## config.mk

```make
export PLATFORM = sky130hd
export DESIGN_NAME = mlp_ram
export DESIGN_NICKNAME = d
export VERILOG_FILES = /design/src/rtl/mlp_ram.sv
export SDC_FILE = /design/constraint.sdc
export NUM_CORES = 1
export LEC_CHECK = 0
export BUFFER_PORTS_ARGS = -buffer_cell sky130_fd_sc_hd__buf_2
export CORE_UTILIZATION = 53
export DETAILED_ROUTE_END_ITERATION = 7
export GPL_TIMING_DRIVEN = 0
export PLACE_DENSITY = 0.7
export REMOVE_ABC_BUFFERS = 1
export SLEW_MARGIN = 15
export SYNTH_ARGS = -nofsm -noshare
export SYNTH_HDL_FRONTEND = slang
export SYNTH_SLANG_ARGS = --single-unit
```

## constraint.sdc

```tcl
create_clock -name clk -period 3.38 [get_ports clk]
set_input_delay 0.507 -clock clk [delete_from_list [all_inputs] [get_ports clk]]
set_output_delay 0.507 -clock clk [all_outputs]
set_load 0.005 [all_outputs]
```

## src/rtl/mlp_ram.sv

```systemverilog
// ----------------------------------------------------------------------------
// mlp_ram: generic single-port-write, single-port-read RAM
// One write and one registered read per cycle.
// ----------------------------------------------------------------------------
`default_nettype none
module mlp_ram #(
  parameter int WIDTH = 16,
  parameter int DEPTH = 16
) (
  input  wire                     clk,
  input  wire                     we,
  input  wire [$clog2(DEPTH)-1:0] waddr,
  input  wire [WIDTH-1:0]         wdata,
  input  wire [$clog2(DEPTH)-1:0] raddr,
  output logic [WIDTH-1:0]        rdata
);
  logic [WIDTH-1:0] mem [DEPTH];

  always_ff @(posedge clk) begin
    if (we) mem[waddr] <= wdata;
    rdata <= mem[raddr];
  end
endmodule
`default_nettype wire

```

==> qor.csv <==
metric,value,unit
outcome,finished clean,
final slew viol count,0,
Final nets,525,
Residual DRC,0,
root buf cell,clkbuf_16,
worst-case reg-to-reg path depth,3,
"commonest non-fill, non-tap cell in the layout",edfxtp_1,
# clock sinks,272,
CTS tree,done,
leakage,3.815,nW
Worst path depth,4,
cts bufs inserted,26,
Final Hold Fails,0,
DIE AREA,0.01950,sq mm
Min Hold Slack,0.3669,ns
worst hold path type,in2reg,
Placed Area,0.01078,sq mm
critical path class,in2reg,
crit path max fanout,6,
clk_skew,0.005214,ns
CP peak stage delay,0.59,ns
"commonest non-fill, non-tap cells in the layout","edfxtp_1, mux4_2, buf_2",
Setup WS post-layout,1.478,ns
max cap viols,0,
period utilization,56.27,%
Top Ports,42,
pin count of the biggest net entering global routing,45,
vias in the first global route,4752,
Total Routed Length,19.28,mm
grt ovf,0,
ratio of cells with drive above 1 in the final layout,33.14,%
sequential element share of the synthesized area,79.73,%
Worst Tran Pin Value,0.9894,ns
Post-Place Worst Slack,0.9407,ns
"Design Area, Final",0.01166,sq mm
detailed-route via count,4562,
WL per Instance,25.74,um
Die Y,139.7,um
CP endpoint kind,flop,
Worst VDD drop,0.4778,mV
post-route setup TNS,0,ns
synthesis-to-finish area growth,16.15,%
first-pass GRT wire length,28.97,mm
Post-Route Utilization,63.85,%
CP max stage cell,or3b_2,
antenna violations before repair,1,
routability cong.,0.6732,
crit path time final,1.902,ns
pwr dens,606.6,mW/mm^2
DIE WIDTH,139.7,um
Mapped Area,0.01004,sq mm
CTS clock-pin slew for the worst setup and hold paths,0.06,ns
Core Area,0.01827,sq mm
hold path depth,1,
"CP delay by family, top",simple AND/OR/NAND/NOR gates,
DRT antenna net count,0,
count of final setup violators,0,
DRT iter0 DRCs,434,
Initial Util,54.97,%
worst-skew pair later-pin latency,0.52,ns
count of cell types in the netlist,19,
DP HPWL,11.32,mm
Post-Syn Area per Cell,23.25,sq um
Synth Register Bits,272,
maximum clock rate,0.5258,GHz
"Cell Chain, Critical Path",buf_2 -> or3b_2 -> nor3_2 -> buf_4,
Avg Vias per Cell,6.091,
Syn Inst Count,432,
H-tree depth,1,
row count,49,
First-pass DRT Iterations,4,
CP Buf/Inv Count,2,
Tot GR Track Use,20.64,%
Resized Gates After CTS,0,
Yosys warning count,0,
post-CTS setup buffer count,0,
worst slew margin relative to its limit,34.04,%
WP data arrival,2.12,ns
RSZ-0062 raised after global routing,no,
required time worst endpoint,3.60,ns
critical path startpoint category,input pin,
Bufs on Longest Clock Path,3,
port buffer count,41,
# hold bufs at CTS,0,
## synthesized netlist by cell type (all sizes together)
cell type  instances  share of area, %
nor3               4              0.20
nand3b             2              0.15
nand2b             2              0.12
edfxtp           256                77
mux4              64                15
nand3              1             0.050
nand2             17              0.64
dfxtp             16               3.2
a22oi             32               2.4
and2               1             0.062
clkbuf             8              0.30
or3b               1             0.087
nor2b              2              0.12
buf               13              0.93
nor2              13              0.49
## layout make-up
class | count | area [sq um]
antenna | 1 | 2.502
clock buffer | 33 | 718.2
clock inverter | 15 | 167.7
fill | 1214 | 6605
multi-input combinational | 139 | 1999
sequential | 272 | 8008
tap | 229 | 286.5
timing repair buffer | 60 | 483.0
## power breakdown
| group | total [mW] | switching, mW | internal (mW) |
|---|---|---|---|
| combinational | 0.335 | 0.188 | 0.146 |
| sequential | 3.79 | 0.0185 | 3.77 |
| clock | 2.95 | 1.15 | 1.80 |
| total | 7.08 | 1.36 | 5.72 |
## per-stage QoR
| stage | power (mW) | std cells |
|---|---|---|
| 6_report | 7.075 | 749 |
| 5_1_grt | 7.278 | 748 |
| 4_1_cts | 7.129 | 748 |
| 2_1_floorplan | 4.007 | 411 |
| 3_3_place_gp | 4.163 | 681 |
| 3_5_place_dp | 4.199 | 700 |
## flip-flops by register name (all words and copies together), names as in the netlist
signal,count
mem,256
rdata,16
## cells by family (layout without fill, tap and decap cells)
logic type	Yosys count	in the layout	share of synthesized area (%)
mux	64	64	14.73
buf+inv	21	108	1.233
simple gates	43	43	1.918
compound gates	32	32	2.392
flops	272	272	79.73
other cells	0	1	0
## final timing paths
| check | start | slack (ns) | endpoint |
|---|---|---|---|
| setup / recovery | waddr[2] | 1.48 | mem[0][9] |
| hold / removal | wdata[15] | 0.37 | mem[9][15] |
| setup reg to reg | mem[2][12] | 2.04 | rdata[12] |
| hold reg to reg | mem[7][13] | 0.68 | rdata[13] |
## layer usage
| metal | up-vias | wire, um | global-route usage, % |
|---|---|---|---|
| met5 | - | 0 | 0 |
| met4 | 0 | 320 | 5.495 |
| met3 | 24 | 968 | 3.097 |
| met2 | 130 | 10050 | 36.34 |
| met1 | 2425 | 7935 | 27.11 |
| li1 | 1983 | - | - |
No activity file was read; power rests on OpenSTA's default activity.
